File: src/rtl/rbf_pkg.sv
// rbf_pkg: shared types, constants and helpers of the 3x3 rgb box filter
// used by every module of the filter; no dependencies

package rbf_pkg;

	localparam int CH_W       = 8;
	localparam int PIX_W      = 3 * CH_W;
	localparam int WIN_SIZE   = 3;
	localparam int WIN_TAPS   = WIN_SIZE * WIN_SIZE;
	localparam int SUM_W      = 12;
	localparam int COL_OUT_W  = 10;
	localparam int ROW_W      = 16;
	localparam int IMG_W_W    = 11;
	localparam int ADDR_W     = 3;
	localparam int DATA_W     = 32;
	localparam int S_TDATA_W  = 24;
	localparam int M_TDATA_W  = 56;

	localparam int QDEPTH     = 4;
	localparam int QAW        = 2;
	localparam int QCW        = 3;

	// floor(s / 9) == (s * 7282) >> 16 for every s up to 9 * 255
	localparam logic [12:0] DIV9_MUL   = 13'd7282;
	localparam int          DIV9_SHIFT = 16;

	localparam logic [IMG_W_W-1:0] WIDTH_RST  = 11'd640;
	localparam logic [ROW_W-1:0]   HEIGHT_RST = 16'd480;

	localparam logic REG_IDX_WIDTH  = 1'b0;
	localparam logic REG_IDX_HEIGHT = 1'b1;

	typedef logic [PIX_W-1:0] pixel_t;

	typedef struct packed {
		logic [IMG_W_W-1:0] image_width;
		logic [ROW_W-1:0]   image_height;
		logic               restart;
	} cfg_t;

	typedef struct packed {
		logic [SUM_W-1:0]     sum_red;
		logic [SUM_W-1:0]     sum_green;
		logic [SUM_W-1:0]     sum_blue;
		logic [COL_OUT_W-1:0] center_col;
		logic [ROW_W-1:0]     center_row;
		logic                 frame_last;
	} q_item_t;

	function automatic logic [CH_W-1:0] div9(input logic [SUM_W-1:0] s);
		logic [24:0] prod;
		prod = 25'(s) * 25'(DIV9_MUL);
		return prod[DIV9_SHIFT +: CH_W];
	endfunction

endpackage

File: src/rtl/rbf_queue.sv
// rbf_queue: short fifo of window sums between front and back
// depends on rbf_pkg

module rbf_queue import rbf_pkg::*; (
	input  logic           clk,
	input  logic           arst_n,
	input  logic           push,
	input  q_item_t        push_item,
	input  logic           pop,
	output logic           head_valid,
	output q_item_t        head_item,
	output logic [QCW-1:0] count
);

	q_item_t        entries_q [QDEPTH];
	logic [QAW-1:0] wr_ptr_q;
	logic [QAW-1:0] rd_ptr_q;
	logic [QCW-1:0] count_q;
	logic           do_pop;

	assign head_valid = count_q != '0;
	assign head_item  = entries_q[rd_ptr_q];
	assign count      = count_q;
	assign do_pop     = pop & head_valid;

	always_ff @(posedge clk) begin
		if (push) begin
			entries_q[wr_ptr_q] <= push_item;
		end
	end

	always_ff @(posedge clk or negedge arst_n) begin
		if (!arst_n) begin
			wr_ptr_q <= '0;
			rd_ptr_q <= '0;
			count_q  <= '0;
		end else begin
			if (push) begin
				wr_ptr_q <= wr_ptr_q + QAW'(1);
			end
			if (do_pop) begin
				rd_ptr_q <= rd_ptr_q + QAW'(1);
			end
			count_q <= count_q + QCW'(push) - QCW'(do_pop);
		end
	end

endmodule

File: config.mk
export PLATFORM = sky130hd
export DESIGN_NAME = rbf_queue
export DESIGN_NICKNAME = d
export VERILOG_FILES = /design/src/rtl/rbf_pkg.sv /design/src/rtl/rbf_queue.sv
export SDC_FILE = /design/constraint.sdc
export NUM_CORES = 1
export LEC_CHECK = 0
export ABC_AREA = 0
export BUFFER_PORTS_ARGS = -buffer_cell sky130_fd_sc_hd__buf_2
export CORE_MARGIN = 1
export CORE_UTILIZATION = 49
export DETAILED_ROUTE_END_ITERATION = 7
export GPL_TIMING_DRIVEN = 0
export PLACE_DENSITY = 0.72
export SLEW_MARGIN = 0
export SYNTH_ARGS = -nofsm -noshare
export SYNTH_HDL_FRONTEND = slang
export SYNTH_SLANG_ARGS = --single-unit
File: constraint.sdc
create_clock -name clk -period 2.4 [get_ports clk]
set_input_delay 0.48 -clock clk [delete_from_list [all_inputs] [get_ports clk]]
set_output_delay 0.48 -clock clk [all_outputs]
set_load 0.1 [all_outputs]
Word-level counts from Yosys, hierarchy flattened
Memory sizes are Yosys's and may differ from the RTL's.
Index checks and enable logic that the tools add are counted.

word-level totals
  bits in registers = 7
  bits in writable memories = 252
  input port bits = 67
  memories kept = 1

operators by class
  $add $sub $neg = 4
  muxes and demuxes = 2
  bitwise logic cells = 1
  reduce and logical (&&, ||, !) cells = 1

memories
  name       words  bits a word  rd ports  clocked after memory_dff  wr ports  line             text
  entries_q  4      63           1         0                         1         rbf_queue.sv:15  q_item_t entries_q [QDEPTH];

operators by type and width
  operator               count
  $add A2 B1 Y2 const B  2
  $add A3 B1 Y3          1
  $reduce_bool A3 Y1     1
  $sub A3 B1 Y3          1
  $mux W1                2
  $and A1 B1 Y1          1

Logic depth before layout (Yosys ltp)
  depth in word-level cells = 3
  mapped depth = 7

Least setup slack after synthesis
No wires, ideal clock.

  kind = reg2reg
  start point = register wr_ptr_q[0]
  end point = memory entries_q[0][0] in the netlist's numbering (enable)
  library setup time = 0.427 ns
  data arrival time = 2.104 ns
  setup slack = -0.131 ns
  cell stages (with the launch flop) = 4
  cell sequence = dfrtp_1 inv_1 ha_1 and2_1

RTL lines
  element                 line             text
  start, declared         rbf_queue.sv:16  logic [QAW-1:0] wr_ptr_q;
  start signal, assigned  rbf_queue.sv:39  wr_ptr_q <= wr_ptr_q + QAW'(1);
  end, declared           rbf_queue.sv:15

Straight into the memory's write port.

==> qor.csv <==
metric;value;unit
Fmax achieved;406;MHz
Final Critical Period;2460;ps
Mapped Cells;363;
RR Endpoint;count[2];
final WL;16900;µm
critical path's most frequent cell;buf_12;
Worst-Margin Slew;541;ps
mapped cell area;0.00949;mm²
startpoint types;register;
sequential share of the synthesized area;81.6;%
most frequent cells in the layout;edfxtp_1, buf_2, mux4_2;
YS warnings;0;
Final HPWL DP;10100;µm
n_diodes;0;
clock latency on the worst-skew pair;520;ps
FF-to-FF setup slack;320;ps
wire per inst;20.8;µm
Ports;134;
Overall Global Routing Usage;17.7;%
final setup violating endpoints;50;
Cell variety after synth;17;
CP cell instances;buf_12, buf_12, mux4_2, buf_8;
Slew Viols, Final;0;
Die ar.;0.0199;mm²
crit path buf inv count;3;
Max Clock Skew;16.9;ps
initial antenna violation count;0;
RD Place Congestion;0.704;
crit-path leading delay family;multiplexers;
via count;4233;
layout cells sized above 1;46.8;%
die width;141;µm
max cap viols;0;
clk sinks;259;
Area growth syn-to-layout;25.8;%
post-route cell area;0.0119;mm²
Final Net Count;608;
hold-critical path depth;1;
violated checks;setup timing;
R2R Path Start;count[1];
CTS HTree Levels;1;
Reg2Reg Depth;7;
CP Max Fanout;10;
Crit path largest cell delay;560;ps
ANT nets after route;0;
slowest cell on the critical path;mux4_2;
number of global-route vias before repair;4705;
drt first pass iters;4;
syn avg cell area;26.1;µm²
global-route wire length before repair;26400;µm
Hold Crit Start;push_item[38];
Post-route DRC;0;
RSZ-0062 raised after global routing;true;
syn_nets;437;
Final period util;103;%
placed instance area;0.0106;mm²
Slew HR;63.9;%
initial DRC count;284;
Root Driver;clkbuf_16;
Port Buffers;133;
Rows;50;
crit path DAT;1980;ps
Synth Register Bits;259;
final hold vios;0;
clock slew at reported path FFs;60;ps
worst hold path class;in -> reg;
Clock Path Buffers;3;
CTS tree;yes;
commonest non-fill, non-tap cell in the layout;edfxtp_1;
worst setup margin;-64.0;ps
critical path capture point type;primary output;
Critical Path RT;1920;ps
grt ovf;0;
critical path class;reg -> out;
CTS buffer count;26;
Core Area;0.0188;mm²
Worst Hold Path EP;entries_q[3][38];
status;complete, but fails checks;
die span in y;141;µm
FILL cells;1256;
Starting Density;50.4;%
vias per cell;5.20;
pin count of the biggest net entering global routing;45;
[worst max-delay path by stage]
stage | start | end | slack, ps | depth (start not counted)
floorplan | count[1] | count[2] | 170 | 7
global placement | push | entries_q[3][34] | -140 | 2
detailed placement | rd_ptr_q[0] | head_item[17] | 260 | 4
CTS | rd_ptr_q[0] | head_item[54] | -100 | 4
global route | rd_ptr_q[0] | head_item[54] | -140 | 4
finish | rd_ptr_q[0] | head_item[54] | -60 | 4
[per-stage QoR]
step	utilization [%]	instances	hold slack, ps	setup TNS [ps]	worst slack, ps
6_report	63.4	814	171	-1310	-64.0
5_1_grt	63.4	814	156	-5710	-137
4_1_cts	63.3	814	149	-3590	-96.6
3_5_place_dp	56.2	760	320	0	258
3_3_place_gp	55.7	756	314	-30840	-139
2_1_floorplan	-	363	184	0	166
[Yosys cell counts, drive strengths merged]
master	number	area (µm²)
xnor2	3	26.3
and2	4	25.0
nand2	1	3.75
edfxtp	252	7570
o311ai	1	8.76
buf	14	110
inv	6	22.5
o31a	1	8.76
fa	1	20.0
dfrtp	7	175
xor2	2	17.5
or3	1	6.26
ha	6	75.1
o21ai	1	5.00
mux4	63	1420
[flip-flops by register name (all words and copies together) (netlist names)]
signal     flops
count          3
wr_ptr_q       2
rd_ptr_q       2
entries_q    252
[routing by layer]
layer / wire (µm) / track usage (%) / part of all wire, %
met1: 6990 / 23.4 / 41
met5: 0 / 0 / 0
met4: 226 / 4.86 / 1.3
met3: 758 / 2.92 / 4.5
met2: 8930 / 30.4 / 53
[worst register-to-register path: cells and delay by family, from the launching register on]
kind	cells	cell delay (ps)
buf+inv	1	40
fa+ha+maj	3	850
compound gates	1	330
flops	1	430
xor+xnor	2	360
[cell families (layout without fill, tap and decap cells)]
logic type               after synthesis  after routing  share of synthesized area, %
adder cells (fa/ha/maj)                7              7                          1.00
AND/OR/NAND/NOR                        6              6                         0.369
flip-flops                           259            259                          81.6
AO/OA/AOI/OAI                          3              3                         0.237
XOR/XNOR                               5              5                         0.462
multiplexers                          63             63                          15.0
buffers and inverters                 20            211                          1.40
[layout make-up]
cell class / instances / area, µm² / share of cell area, %
repair buffers: 143 / 1270 / 10.6
inverters: 6 / 22.5 / 0.189
flip-flops and latches: 259 / 7750 / 64.9
multi-input cells: 84 / 1630 / 13.6
plain buffers: 14 / 193 / 1.61
clock inverters: 15 / 75.1 / 0.629
clock buffers: 33 / 677 / 5.67
well taps: 260 / 325 / 2.73
[what timing repair did]
item,4_1_cts,5_1_grt
resized for setup,155,6
endpoints found under the setup margin,63,63
endpoints found under the hold margin,7,0
hold buffers,1,0
gates cloned,1,1
setup buffers,4,0
Power is left out: the tool's default activity adds up to more than one toggle a clock period on the data nets, which glitch-free logic cannot reach.
