**src/rtl/rbf_pkg.sv**
```systemverilog
// rbf_pkg: shared types, constants and helpers of the 3x3 rgb box filter
// used by every module of the filter; no dependencies

package rbf_pkg;

	localparam int CH_W       = 8;
	localparam int PIX_W      = 3 * CH_W;
	localparam int WIN_SIZE   = 3;
	localparam int WIN_TAPS   = WIN_SIZE * WIN_SIZE;
	localparam int SUM_W      = 12;
	localparam int COL_OUT_W  = 10;
	localparam int ROW_W      = 16;
	localparam int IMG_W_W    = 11;
	localparam int ADDR_W     = 3;
	localparam int DATA_W     = 32;
	localparam int S_TDATA_W  = 24;
	localparam int M_TDATA_W  = 56;

	localparam int QDEPTH     = 4;
	localparam int QAW        = 2;
	localparam int QCW        = 3;

	// floor(s / 9) == (s * 7282) >> 16 for every s up to 9 * 255
	localparam logic [12:0] DIV9_MUL   = 13'd7282;
	localparam int          DIV9_SHIFT = 16;

	localparam logic [IMG_W_W-1:0] WIDTH_RST  = 11'd640;
	localparam logic [ROW_W-1:0]   HEIGHT_RST = 16'd480;

	localparam logic REG_IDX_WIDTH  = 1'b0;
	localparam logic REG_IDX_HEIGHT = 1'b1;

	typedef logic [PIX_W-1:0] pixel_t;

	typedef struct packed {
		logic [IMG_W_W-1:0] image_width;
		logic [ROW_W-1:0]   image_height;
		logic               restart;
	} cfg_t;

	typedef struct packed {
		logic [SUM_W-1:0]     sum_red;
		logic [SUM_W-1:0]     sum_green;
		logic [SUM_W-1:0]     sum_blue;
		logic [COL_OUT_W-1:0] center_col;
		logic [ROW_W-1:0]     center_row;
		logic                 frame_last;
	} q_item_t;

	function automatic logic [CH_W-1:0] div9(input logic [SUM_W-1:0] s);
		logic [24:0] prod;
		prod = 25'(s) * 25'(DIV9_MUL);
		return prod[DIV9_SHIFT +: CH_W];
	endfunction

endpackage

```
**src/rtl/rbf_back.sv**
```systemverilog
// rbf_back: divides queued sums by nine and holds the result beat for the receiver
// depends on rbf_pkg; drains rbf_queue

module rbf_back import rbf_pkg::*; (
	input  logic                 clk,
	input  logic                 arst_n,
	input  logic                 head_valid,
	input  q_item_t              head_item,
	output logic                 pop,
	output logic                 m_tvalid,
	input  logic                 m_tready,
	output logic [M_TDATA_W-1:0] m_tdata,
	output logic                 m_tlast
);

	logic                 m_tvalid_q;
	logic [CH_W-1:0]      red_q, green_q, blue_q;
	logic [COL_OUT_W-1:0] col_q;
	logic [ROW_W-1:0]     row_q;
	logic                 last_q;

	assign pop = head_valid & (~m_tvalid_q | m_tready);

	always_ff @(posedge clk or negedge arst_n) begin
		if (!arst_n) begin
			m_tvalid_q <= 1'b0;
		end else if (pop) begin
			m_tvalid_q <= 1'b1;
		end else if (m_tready) begin
			m_tvalid_q <= 1'b0;
		end
	end

	always_ff @(posedge clk) begin
		if (pop) begin
			red_q   <= div9(head_item.sum_red);
			green_q <= div9(head_item.sum_green);
			blue_q  <= div9(head_item.sum_blue);
			col_q   <= head_item.center_col;
			row_q   <= head_item.center_row;
			last_q  <= head_item.frame_last;
		end
	end

	assign m_tvalid = m_tvalid_q;
	assign m_tdata  = {6'b0, row_q, col_q, blue_q, green_q, red_q};
	assign m_tlast  = last_q;

endmodule

```
**config.mk**
```make
export PLATFORM = sky130hd
export DESIGN_NAME = rbf_back
export DESIGN_NICKNAME = d
export VERILOG_FILES = /design/src/rtl/rbf_pkg.sv /design/src/rtl/rbf_back.sv
export SDC_FILE = /design/constraint.sdc
export NUM_CORES = 1
export LEC_CHECK = 0
export BUFFER_PORTS_ARGS = -buffer_cell sky130_fd_sc_hd__buf_4
export CORE_MARGIN = 2
export CORE_UTILIZATION = 55
export CTS_CLUSTER_DIAMETER = 30
export DETAILED_ROUTE_END_ITERATION = 8
export HOLD_SLACK_MARGIN = 0.08
export PLACE_DENSITY = 0.82
export SYNTH_ARGS = -nofsm -noshare
export SYNTH_HDL_FRONTEND = slang
export SYNTH_SLANG_ARGS = --single-unit
```
**constraint.sdc**
```tcl
create_clock -name clk -period 3.4 [get_ports clk]
set_clock_uncertainty 0.05 [all_clocks]
set_input_delay 0.68 -clock clk [delete_from_list [all_inputs] [get_ports clk]]
set_output_delay 0.68 -clock clk [all_outputs]
set_load 0.01 [all_outputs]
```
* Word level (Yosys, flattened, before mapping)
Index checks and enable logic that the tools add are counted.
W data, S select, Z words.
** Word-level totals
- Flip-flop bits (word level) :: 52
- Bits in latches :: 0
- Memory bits (writable) :: 0
- ROM bits :: 0
- Input port bits :: 67
- Output and inout port bits :: 59
- Logic and storage cells :: 16
- Memories :: 0
** Cells by class
- Add/subtract/negate cells :: 0
- $mul :: 3
- Divide/modulo/power cells :: 0
- Magnitude comparators :: 0
- Equality and inequality tests :: 0
- Shift-type cells :: 0
- Muxes and demuxes :: 2
- Bitwise operators :: 3
- Reductions and logical operators :: 1
** Operators by type and width (number)
- $mul A12 B12 Y23 const B :: 3
- $mux W1 :: 2
- $reduce_bool A2 Y1 :: 1
- $and A1 B1 Y1 :: 1
- $not A1 Y1 :: 1
- $or A1 B1 Y1 :: 1

* Logic depth before layout (Yosys ltp)
- Depth after elaboration :: 4
- Gate-level depth with buffers :: 19
- Depth with buffers taken out :: 19

* Worst setup path before layout
No wires, ideal clock.
- Kind :: in2reg
- From :: input head_item[28] in the netlist's numbering
- To :: register blue_q[7] (data pin)
- Library setup time :: 0.260 ns
- Arrival :: 4.512 ns
- Required time :: 3.090 ns
- Slack :: -1.422 ns
- Stages :: 19
- Buffers on the path :: 0
- Cell sequence :: inv_1 fa_1 inv_1 ha_1 inv_1 fa_1 inv_1 fa_1 inv_1 fa_1 inv_1 ha_1 a21oi_1 o21ai_1 nor3b_1 a21oi_1 o311a_1 nor2_1 xnor2_1
** On the way
- Longest elaborated chain between the ends :: 1
** Ends and longest elaborated chain
- from (decl) :: RTL line rbf_back.sv:8 : input q_item_t head_item,
- $mul A12 B12 Y23 :: RTL line rbf_pkg.sv:52 : prod = 25'(s) * 25'(DIV9_MUL);
- to (signal assigned) :: RTL line rbf_back.sv:38 : blue_q <= div9(head_item.sum_blue);
- to (decl) :: RTL line rbf_back.sv:17 : logic [CH_W-1:0] red_q, green_q, blue_q;
No other way between the ends.
A chain may end at the register's enable or synchronous reset.

* Worst setup path in the final report
- From :: input head_item[30] in the netlist's numbering
- To :: register blue_q[6] (data pin)
Same word-level chain as after synthesis.

==> results by group <==
Run status
  • Result of the run: finished with violations
  • Failing checks: setup timing

Timing
  • Max-slew violations: 0
  • Setup WS post-layout: -1.342 ns
  • Slew Limit Headroom: 56.55%
  • Final Critical Period: 4.742 ns
  • Setup TNS: -27.37 ns
  • Final setup fails: 24
  • Hold slack: 0.09098 ns
  • Worst-margin pin slew: 0.6518 ns
  • Final hold violations: 0
  • RSZ-0062 raised after global routing: yes
  • Fmax: 210.9 MHz
  • Crit share post-route: 139.5%

Global route
  • First-pass GRT wire length: 34930 µm
  • Initial antenna violation count: 0
  • Largest net degree at the start of global routing: 52
  • Aggregate global-route resource usage: 30.50%
  • Vias in the first global route: 7309
  • Grt total ovfl: 0

Setup path
  • RR Startpoint: m_tvalid
  • Setup CP Type: in -> reg
  • CP startpoint kind: input pin
  • Crit-path slowest cell: fa_2
  • Critical path's largest stage delay: 0.59 ns
  • Worst-path maximum fanout: 3
  • Reg-to-reg slack, setup: 1.75 ns
  • Worst Setup SP: head_item[30]
  • Reg2reg path depth: 3
  • WP data required: 3.40 ns
  • Critical-path cell list: buf_12 > buf_4 > fa_1 > ha_1 > inv_1 > fa_1 > inv_1 > fa_2 > ha_4 > ha_4 > a21oi_2 > o21ai_2 > nor3b_2 > a21oi_2 > buf_4 > o21ai_2 > nor3b_2 > nor2_1
  • Arrival time at the worst endpoint: 4.74 ns
  • Worst setup EP type: register
  • R2R Path End: row_q[10]
  • Top delay family on crit path: adder cells
  • Buf+Inv Stages, Crit Path: 5

Finish
  • Most frequent cells in the layout: buf_4, ha_1, inv_1, fa_1, edfxtp_1
  • Register area: 1556 µm²
  • Nets@finish: 1346
  • Layout cells sized above 1: 45.47%
  • Most common cell after layout, fill and taps aside: buf_4
  • Diodes inserted: 0
  • Post-route cell area: 11190 µm²
  • Area delta synth->final: 46.02%
  • Multi-input combinational cell area: 6202 µm²
  • Fill cell count: 680
  • Cell Count, Final, Fillers Out: 1174

CTS
  • Worst-path clk slew: 0.07 ns
  • Clk_lat worst skew: 0.30 ns
  • Clock tree buffer depth: 2
  • H-tree levels: 2
  • CTS tree: built
  • # hold bufs at CTS: 0
  • Clk sinks: 52
  • Root Buffer: clkbuf_16
  • Cts bufs inserted: 5

Placement
  • Port bufs: 119
  • Post-DP Area: 10160 µm²
  • Gpl congestion: 0.9686
  • Cell count after placement: 1141
  • Post-detail-place hpwl: 16760 µm

Routing
  • Initial DRC Count: 370
  • Detailed Route WL: 23000 µm
  • DRC: 0
  • Initial DRT Pass Iterations: 7
  • Vias: 6364
  • Routed len/inst: 19.59 µm
  • DR vias/cell: 5.421
  • Antenna Violating Nets Remaining: 0

Power
  • Worst IR Drop VDD: 0.7506 mV
  • Sw frac: 43.76%
  • Internal power: 5.502 mW
  • Clock network fraction of total power: 5.2%
  • PwrDens: 874.1 nW/µm²
  • Switching pwr: 4.281 mW
  • Seq pwr share: 11.3%
  • Combinational Power Share: 83.5%
  • Leak: 5.733 nW

Floorplan
  • Ports: 126
  • Die height: 122.1 µm
  • FP Rows: 43
  • Die area: 14900 µm²
  • Initial core utilization: 55.87%
  • Die Span X: 122.1 µm
  • Core area: 13720 µm²

Logic synthesis
  • Post-Syn Area: 7665 µm²
  • Synth Instances: 686
  • Number of enable flip-flop cells after synthesis: 51
  • Yosys reg bits: 52
  • Ys async rst share: 1.923%
  • Yosys cell types: 50
  • Primary FF master, synth: edfxtp_1
  • Yosys warnings: 0
  • Mean Syn Cell Area: 11.17 µm²
  • Post-synthesis sequential area ratio: 20.31%

Hold path
  • Worst Hold Class: in -> async

Job
  • Max-Cap Viols: 0
==> cell usage after synthesis, drive strengths merged, types with 6 or more instances <==
library cell  count  area [µm²]
nand2            10       37.54
inv             173       649.4
buf               6       45.04
ha              199        2490
xor2             13       113.9
nand3             7       35.03
fa               87        1742
nor2              8       30.03
edfxtp           51        1531
a21o             13       97.59
o21ai            15       75.07
xnor2            25       219.0
a21oi            24       131.4
==> cells by family after synthesis <==
logic type                 share of synthesized area, %
xor gates and xnor gates                          4.342
buffers and inverters                             9.060
DFF                                               20.31
AOI/OAI and AO/OA                                 7.248
other                                           0.04892
and+or+nand+nor                                   3.787
adders and majority gates                         55.21
==> layout make-up <==
cell class	instances	share of cell area, %
inverter	173	6.193
sequential	52	13.91
clock buffer	6	1.151
multi-input combinational	460	55.42
timing repair buffer	301	21.17
tap	180	2.012
clock inverter	2	0.1453
==> layer usage <==
metal	track usage [%]	wire length, µm	vias up
met3	6.601	1537	104
met4	13.00	1138	0
met1	33.33	8387	3085
met2	56.63	11940	305
li1	-	-	2870
met5	0	0	-
==> stage by stage <==
stage | setup slack (ns) | util [%] | power, mW
finish | -1.342 | 81.58 | 9.782
global route | -1.447 | 81.58 | 10.46
CTS | -1.254 | 80.29 | 9.043
detailed placement | -1.776 | 74.06 | 7.432
global placement | -1.572 | 74.06 | 6.965
floorplan | -1.313 | - | 4.921
==> power by group through the flow <==
stage	Clock, mW	Combinational [mW]	Sequential (mW)
finish	0.507	8.17	1.10
floorplan	0	3.74	1.18
CTS	0.511	7.43	1.10
global placement	0	5.86	1.10
global route	0.543	8.80	1.11
detailed placement	0	6.32	1.11
==> worst max path at each step <==
stage / to / slack (ns) / cells past startpoint
after CTS: red_q[7] / -1.25 / 20
after detailed placement: blue_q[7] / -1.78 / 20
after floorplan: blue_q[7] / -1.31 / 19
after global routing: blue_q[6] / -1.45 / 18
final: blue_q[6] / -1.34 / 18
after global placement: blue_q[7] / -1.57 / 20
==> what timing repair did <==
action | CTS | global route
setup endpoints to repair | 24 | 24
pin swaps | 73 | 20
setup buffers | 21 | 5
resized for setup | 110 | 28
==> state kept, by name, indices dropped and copies added, names as in the netlist <==
register	cells
col_q	10
m_tvalid	1
red_q	8
m_tlast	1
blue_q	8
row_q	16
green_q	8
No activity file was read; power rests on OpenSTA's default activity.
